$ cat src/rtl/core/utd_pkg.sv
// ----------------------------------------------------------------------------
// utd_pkg
// Shared types and constants for the UTF-8 to 16-bit code point decoder.
// ----------------------------------------------------------------------------
package utd_pkg;

    // Continuation bytes still awaited
    localparam logic [1:0] PEND_NONE = 2'd0;
    localparam logic [1:0] PEND_ONE  = 2'd1;
    localparam logic [1:0] PEND_TWO  = 2'd2;

    // Lead byte masks and patterns
    localparam logic [7:0] ASCII_MASK = 8'h80;
    localparam logic [7:0] LEAD2_MASK = 8'hE0;
    localparam logic [7:0] LEAD2_PAT  = 8'hC0;
    localparam logic [7:0] LEAD3_MASK = 8'hF0;
    localparam logic [7:0] LEAD3_PAT  = 8'hE0;

    // Decoder state carried from byte to byte
    typedef struct packed {
        logic [1:0] pending;
        logic [9:0] partial;
    } t_state;

    // One result item
    typedef struct packed {
        logic [15:0] code_point;
        logic        last_char;
        logic        truncated;
    } t_result;

endpackage

$ cat src/rtl/core/utd_step.sv
// ----------------------------------------------------------------------------
// utd_step
// Combinational decode of one byte against the current decoder state.
// ----------------------------------------------------------------------------
module utd_step import utd_pkg::*; (
    input  t_state     i_state,
    input  logic [7:0] i_byte_in,
    input  logic       i_is_last,
    output t_state     o_state,
    output logic       o_emit,
    output t_result    o_result
);

    t_result w_trunc;

    assign w_trunc = '{code_point: 16'd0, last_char: 1'b1, truncated: 1'b1};

    // Decode the byte
    always_comb begin
        o_state  = '{pending: PEND_NONE, partial: 10'd0};
        o_emit   = 1'b0;
        o_result = w_trunc;
        priority if (i_state.pending == PEND_ONE) begin
            // Final continuation: close the character
            o_emit   = 1'b1;
            o_result = '{code_point: {i_state.partial, i_byte_in[5:0]},
                         last_char:  i_is_last, truncated: 1'b0};
        end else if (i_state.pending == PEND_TWO) begin
            // Middle continuation: gather six more bits
            if (i_is_last) begin
                o_emit = 1'b1;
            end else begin
                o_state = '{pending: PEND_ONE,
                            partial: {i_state.partial[3:0], i_byte_in[5:0]}};
            end
        end else begin
            // No sequence open
            if ((i_byte_in & ASCII_MASK) == 8'h00) begin
                o_emit   = 1'b1;
                o_result = '{code_point: {8'd0, i_byte_in},
                             last_char:  i_is_last, truncated: 1'b0};
            end else begin
                if (!i_is_last) begin
                    if ((i_byte_in & LEAD2_MASK) == LEAD2_PAT) begin
                        o_state = '{pending: PEND_ONE,
                                    partial: {5'd0, i_byte_in[4:0]}};
                    end else if ((i_byte_in & LEAD3_MASK) == LEAD3_PAT) begin
                        o_state = '{pending: PEND_TWO,
                                    partial: {6'd0, i_byte_in[3:0]}};
                    end
                end
                // A lead or skipped byte marked last ends the string truncated
                o_emit = i_is_last;
            end
        end
    end

endmodule

$ cat src/rtl/core/utf8_to_ucs2_decoder.sv
// ----------------------------------------------------------------------------
// utf8_to_ucs2_decoder
// UTF-8 byte stream to 16-bit basic-plane code point decoder.
// ----------------------------------------------------------------------------
//  channel | valid   | ready   | payload
//  input   | i_valid | o_ready | i_byte_in, i_is_last
//  output  | o_valid | i_ready | o_code_point, o_last_char, o_truncated
//
//  One byte per cycle while o_ready is high; each result is registered.
//  Decode is one pass of shallow logic from the state register to the
//  output register; a skid register behind the output takes one more
//  result during an output stall, and o_ready drops while it is full.
//  Synchronous active-low reset clears the sequence state and both valids.
// ----------------------------------------------------------------------------
module utf8_to_ucs2_decoder import utd_pkg::*; (
    input  logic        i_clk,
    input  logic        i_rst_n,
    input  logic        i_valid,
    output logic        o_ready,
    input  logic [7:0]  i_byte_in,
    input  logic        i_is_last,
    output logic        o_valid,
    input  logic        i_ready,
    output logic [15:0] o_code_point,
    output logic        o_last_char,
    output logic        o_truncated
);

    t_state  r_state;
    t_state  n_state;
    logic    w_emit;
    t_result w_result;
    logic    w_in_xfer;

    logic    r_out_vld;
    t_result r_out;
    logic    r_skid_vld;
    t_result r_skid;

    assign o_ready   = !r_skid_vld;
    assign w_in_xfer = i_valid && o_ready;

    utd_step u_step (
        .i_state   (r_state),
        .i_byte_in (i_byte_in),
        .i_is_last (i_is_last),
        .o_state   (n_state),
        .o_emit    (w_emit),
        .o_result  (w_result)
    );

    // Advance the sequence state on each input transfer
    always_ff @(posedge i_clk) begin
        if (!i_rst_n) begin
            r_state <= '{pending: PEND_NONE, partial: 10'd0};
        end else if (w_in_xfer) begin
            r_state <= n_state;
        end
    end

    // Output register with skid stage
    always_ff @(posedge i_clk) begin
        if (!i_rst_n) begin
            r_out_vld  <= 1'b0;
            r_skid_vld <= 1'b0;
        end else if (!r_out_vld || i_ready) begin
            if (r_skid_vld) begin
                r_out_vld  <= 1'b1;
                r_skid_vld <= 1'b0;
            end else begin
                r_out_vld <= w_in_xfer && w_emit;
            end
        end else if (w_in_xfer && w_emit) begin
            r_skid_vld <= 1'b1;
        end
    end

    // Payload moves without reset
    always_ff @(posedge i_clk) begin
        if (!r_out_vld || i_ready) begin
            r_out <= r_skid_vld ? r_skid : w_result;
        end else if (w_in_xfer && w_emit) begin
            r_skid <= w_result;
        end
    end

    assign o_valid      = r_out_vld;
    assign o_code_point = r_out.code_point;
    assign o_last_char  = r_out.last_char;
    assign o_truncated  = r_out.truncated;

endmodule

$ cat config.mk
export PLATFORM = sky130hd
export DESIGN_NAME = utf8_to_ucs2_decoder
export DESIGN_NICKNAME = d
export VERILOG_FILES = /design/src/rtl/core/utd_pkg.sv /design/src/rtl/core/utd_step.sv /design/src/rtl/core/utf8_to_ucs2_decoder.sv
export SDC_FILE = /design/constraint.sdc
export NUM_CORES = 1
export LEC_CHECK = 0
export CAP_MARGIN = 15
export CORE_MARGIN = 3
export CORE_UTILIZATION = 65
export CTS_BUF_LIST = sky130_fd_sc_hd__clkbuf_2 sky130_fd_sc_hd__clkbuf_4 sky130_fd_sc_hd__clkbuf_8
export DETAILED_ROUTE_END_ITERATION = 12
export DONT_BUFFER_PORTS = 1
export PLACE_DENSITY = 0.79
export SYNTH_ARGS = -nofsm -noshare
export SYNTH_HDL_FRONTEND = slang
export SYNTH_SLANG_ARGS = --single-unit
$ cat constraint.sdc
create_clock -name i_clk -period 7.6 [get_ports i_clk]
set_clock_uncertainty 0.15 [all_clocks]
set_input_delay 0 -clock i_clk [delete_from_list [all_inputs] [get_ports i_clk]]
set_output_delay 0 -clock i_clk [all_outputs]
set_load 0.1 [all_outputs]
==> summary.md <==
| Metric | Value |
|---|---|
| Outcome | complete, no violations |
| Proportion of synthesized area in mux cells | 9.262% |
| Vias in the first global route | 1303 |
| Count of cell types in the netlist | 32 |
| Area delta synth->final | 12.23% |
| Share of the clock period used by the worst path after layout | about 40% |
| Top sig layer | met4 |
| Post-synthesis area per instance | 14.45 um2 |
| Startpoint Class | flop |
| Gate count of the mapped netlist | 143 |
| Startpoint of the most critical register-to-register path | o_valid |
| Sequential fraction of the synthesis area | roughly 66% |
| Critical R2R Capture | r_skid[0] |
| Fill count | about 180 |
| Nets in the synthesized netlist | around 160 |
| Width of the chip | between 60 and 70 um |
| Remaining antenna violation count after routing | 0 |
| Final Instance Area | 2320 um2 |
| Maximum number of pins on one net before global-route repair | 20 |
| Effective utilization at floorplan | 71.27% |
| Clock edge transition at the registers on the reported setup and hold paths | ~130 ps |
| Number of storage elements in the synthesis netlist | 50 |
| Crit path DAT | 2970 ps |
| Clk Tree Root Cell | sky130_fd_sc_hd__clkbuf_4 |
| Hold-critical path depth | 3 |
| Final Routed Wirelength | roughly 4.0 mm |
| Fraction of the mapped netlist area in compound gates | 9.443% |
| Vias | ~1.2k |
| Area post-placement | 2092 um2 |
| Routed wirelength normalized by instance count | slightly below 20 um |
| Wire length on met1 | ~1.6 mm |
| Total clock buffers created by CTS | 5 |
| First DRT Iteration DRCs | 41 |
| Final setup violation count | 0 |
| Total I/O pin count | 33 |
| Initial antenna violation count | 0 |
| FMAX | roughly 0.33 GHz |
| Actual transition at the worst max-transition pin | 971.2 ps |
| Share of synthesized cell area in and, or, nand and nor gates | about an eighth |
| XOR/XNOR share of the synthesized area | 0% |
| Dominant combinational cell family by area after synthesis | simple AND/OR/NAND/NOR gates |
| Worst hold path class | in2reg |
| Hold-fix buffers, CTS | 18 |
| Largest fanout on the critical path | 19 |
| Worst Hold Margin | 37.20 ps |
| Number of cell instances on the worst register-to-register path | 4 |
| Adder-Cell Fraction of Synth Area | 0% |
| Grt total ovfl | 0 |
| Core ar. | roughly 2900 um2 |
| Routed vias/inst | 5.971 |
| Post-layout util | about four fifths |
| Netlist area before placement | 2067 um2 |
| Setup total negative slack | 0 ps |
| Global-route wire length before repair | 6.499 mm |
| VDD IR max | 0.1461 mV |
| Fraction of final layout cells with drive strength greater than 1 | a little over a fifth |
| Portion of synthesized cell area occupied by the leading cell type | 52.30% |
| Clock latency reported for the late side of the worst-skew pair | 360 ps |
| Worst min-delay path endpoint | r_state[1] |
| Startpoint of the lowest-slack hold path | i_is_last |
| Post-CTS Setup Repair Bufs | 0 |
| Met3 Routed Length | 165 um |
| Buffers from clock root to sink, at most | 2 |
| Die Span Y | 62.39 um |
| DPL Wire Length | 2.300 mm |
| Most frequent cells in the layout | sky130_fd_sc_hd__edfxtp_1 (36), sky130_fd_sc_hd__dlygate4sd3_1 (18), sky130_fd_sc_hd__mux2_2 (17) |
| Number of endpoints with negative hold slack in the final report | 0 |
| Classification of the worst setup path | reg2reg |
| Leakage power total | between 0.8 and 0.9 nW |
| Input/output buffers | 0 |
| Reg2reg setup slack | 4550 ps |
| Routability congestion estimate | ~0.73 |
| DIE AREA | 3893 um2 |
| Number of nets at the end of the flow | 176 |
| Unrepaired setup endpoints after global routing | false |
| Drt drc | 0 |
| TritonCTS clock tree | yes |
| Top cell type by total area after synthesis | sky130_fd_sc_hd__edfxtp_1 |
| Number of cell rows | 19 |
| Routed wire length on met2 | 2.100 mm |
| TritonRoute pass-1 iters | 4 |
| Fin crit period | slightly above 3000 ps |
| Diodes inserted | 0 |
| Clock tree sinks | 50 |
| Leading post-synthesis cells by cell area | sky130_fd_sc_hd__edfxtp_1 (52%), sky130_fd_sc_hd__dfxtp_1 (14%), sky130_fd_sc_hd__mux2_2 (9.3%) |
| GRT Util Overall | 22.22% |
| Data required time at the worst endpoint | 7520 ps |
| Max Slew Vio Count | 0 |
| Relative max-transition margin | 35.17% |
| Post-CTS sizing | 0 |
| Maximum capacitance violations | 0 |
| Most frequent standard cell in the layout excluding fill and tap cells | sky130_fd_sc_hd__edfxtp_1 |
| Total number of H-tree levels | 2 |
| Ratio of total power to cell area | 214.9 nW/um2 |
| Endpoint class of the critical path | flop |
| Number of warnings issued by yosys | 0 |
-- worst max-delay path, stage by stage, from the launching register on --
cell	delay, ps
sky130_fd_sc_hd__dfxtp_1	980
sky130_fd_sc_hd__nor2b_1	310
sky130_fd_sc_hd__inv_1	380
sky130_fd_sc_hd__nor3_2	630
sky130_fd_sc_hd__buf_4	320
-- final cells by class --
class	instances	area (um2)	area share, %
Inverter	4	15.01	0.6473
Tap cell	42	52.55	2.265
Timing Repair Buffer	19	187.7	8.091
Sequential cell	50	1361	58.68
Clock inverter	2	10.01	0.4315
Clock buffer	5	37.54	1.618
Multi-Input combinational cell	83	655.6	28.26
-- routing by layer --
layer | track usage, % | up-vias
li1 | - | 570
met1 | 26.35 | 607
met2 | 38.31 | 42
met3 | 4.496 | 5
met4 | 11.57 | 0
met5 | 0 | -
-- metrics by stage --
step	power, mW	setup WS [ps]	std cells
2_1_floorplan	0.3789	4180	143
3_3_place_gp	0.3818	4633	180
3_5_place_dp	0.3832	4572	180
4_1_cts	0.4992	4526	205
5_1_grt	0.5156	4323	205
6_report	0.4986	4546	205
-- flip-flops by register name, summed over array words and instances, names as in the netlist --
register / count
o_code_point: 16
r_state: 12
r_skid_vld: 1
o_last_char: 1
r_skid: 18
o_truncated: 1
o_valid: 1
-- Yosys cell counts --
library cell	count
sky130_fd_sc_hd__a2111oi_2	1
sky130_fd_sc_hd__a21boi_1	1
sky130_fd_sc_hd__a21o_1	1
sky130_fd_sc_hd__a21oi_1	1
sky130_fd_sc_hd__a21oi_4	1
sky130_fd_sc_hd__a22oi_1	7
sky130_fd_sc_hd__a32o_2	4
sky130_fd_sc_hd__a32oi_1	1
sky130_fd_sc_hd__and2_1	15
sky130_fd_sc_hd__and2b_1	1
sky130_fd_sc_hd__and3_1	1
sky130_fd_sc_hd__buf_2	2
sky130_fd_sc_hd__buf_6	2
sky130_fd_sc_hd__clkbuf_1	2
sky130_fd_sc_hd__dfxtp_1	14
sky130_fd_sc_hd__edfxtp_1	36
sky130_fd_sc_hd__inv_1	3
sky130_fd_sc_hd__inv_2	1
sky130_fd_sc_hd__mux2_2	17
sky130_fd_sc_hd__nand2_1	5
sky130_fd_sc_hd__nand2b_1	3
sky130_fd_sc_hd__nor2_1	4
sky130_fd_sc_hd__nor2b_1	9
sky130_fd_sc_hd__nor2b_4	1
sky130_fd_sc_hd__nor3_1	2
sky130_fd_sc_hd__nor3b_1	1
sky130_fd_sc_hd__o2111a_2	1
sky130_fd_sc_hd__o21a_1	1
sky130_fd_sc_hd__o21ai_0	1
sky130_fd_sc_hd__o22ai_1	2
sky130_fd_sc_hd__or3_1	1
sky130_fd_sc_hd__or4b_1	1
-- power breakdown --
part / leakage (nW) / switching, mW / total, mW / internal [mW]
registers: 0.481 / 0.0561 / 0.358 / 0.302
logic: 0.355 / 0.0155 / 0.0288 / 0.0133
clock network: 0.0308 / 0.0786 / 0.112 / 0.0335
-- worst max-delay path by stage --
stage / from / to / depth (start not counted) / slack, ps
after detailed placement: o_valid / r_skid[5] / 4 / 4570
after global routing: o_valid / r_skid[3] / 4 / 4320
after global placement: o_valid / r_skid[5] / 4 / 4630
final: o_valid / r_skid[0] / 4 / 4550
after CTS: o_valid / r_skid[3] / 4 / 4530
after floorplan: o_valid / r_skid[0] / 3 / 4180
-- kinds of logic (layout without fill, tap and decap cells) --
logic type | after synthesis | count (layout)
AND/OR/NAND/NOR | 44 | 44
AO/OA/AOI/OAI | 22 | 22
flip-flops | 50 | 50
multiplexers | 17 | 17
buffers and inverters | 10 | 30
(Power assumes the default switching activity.)
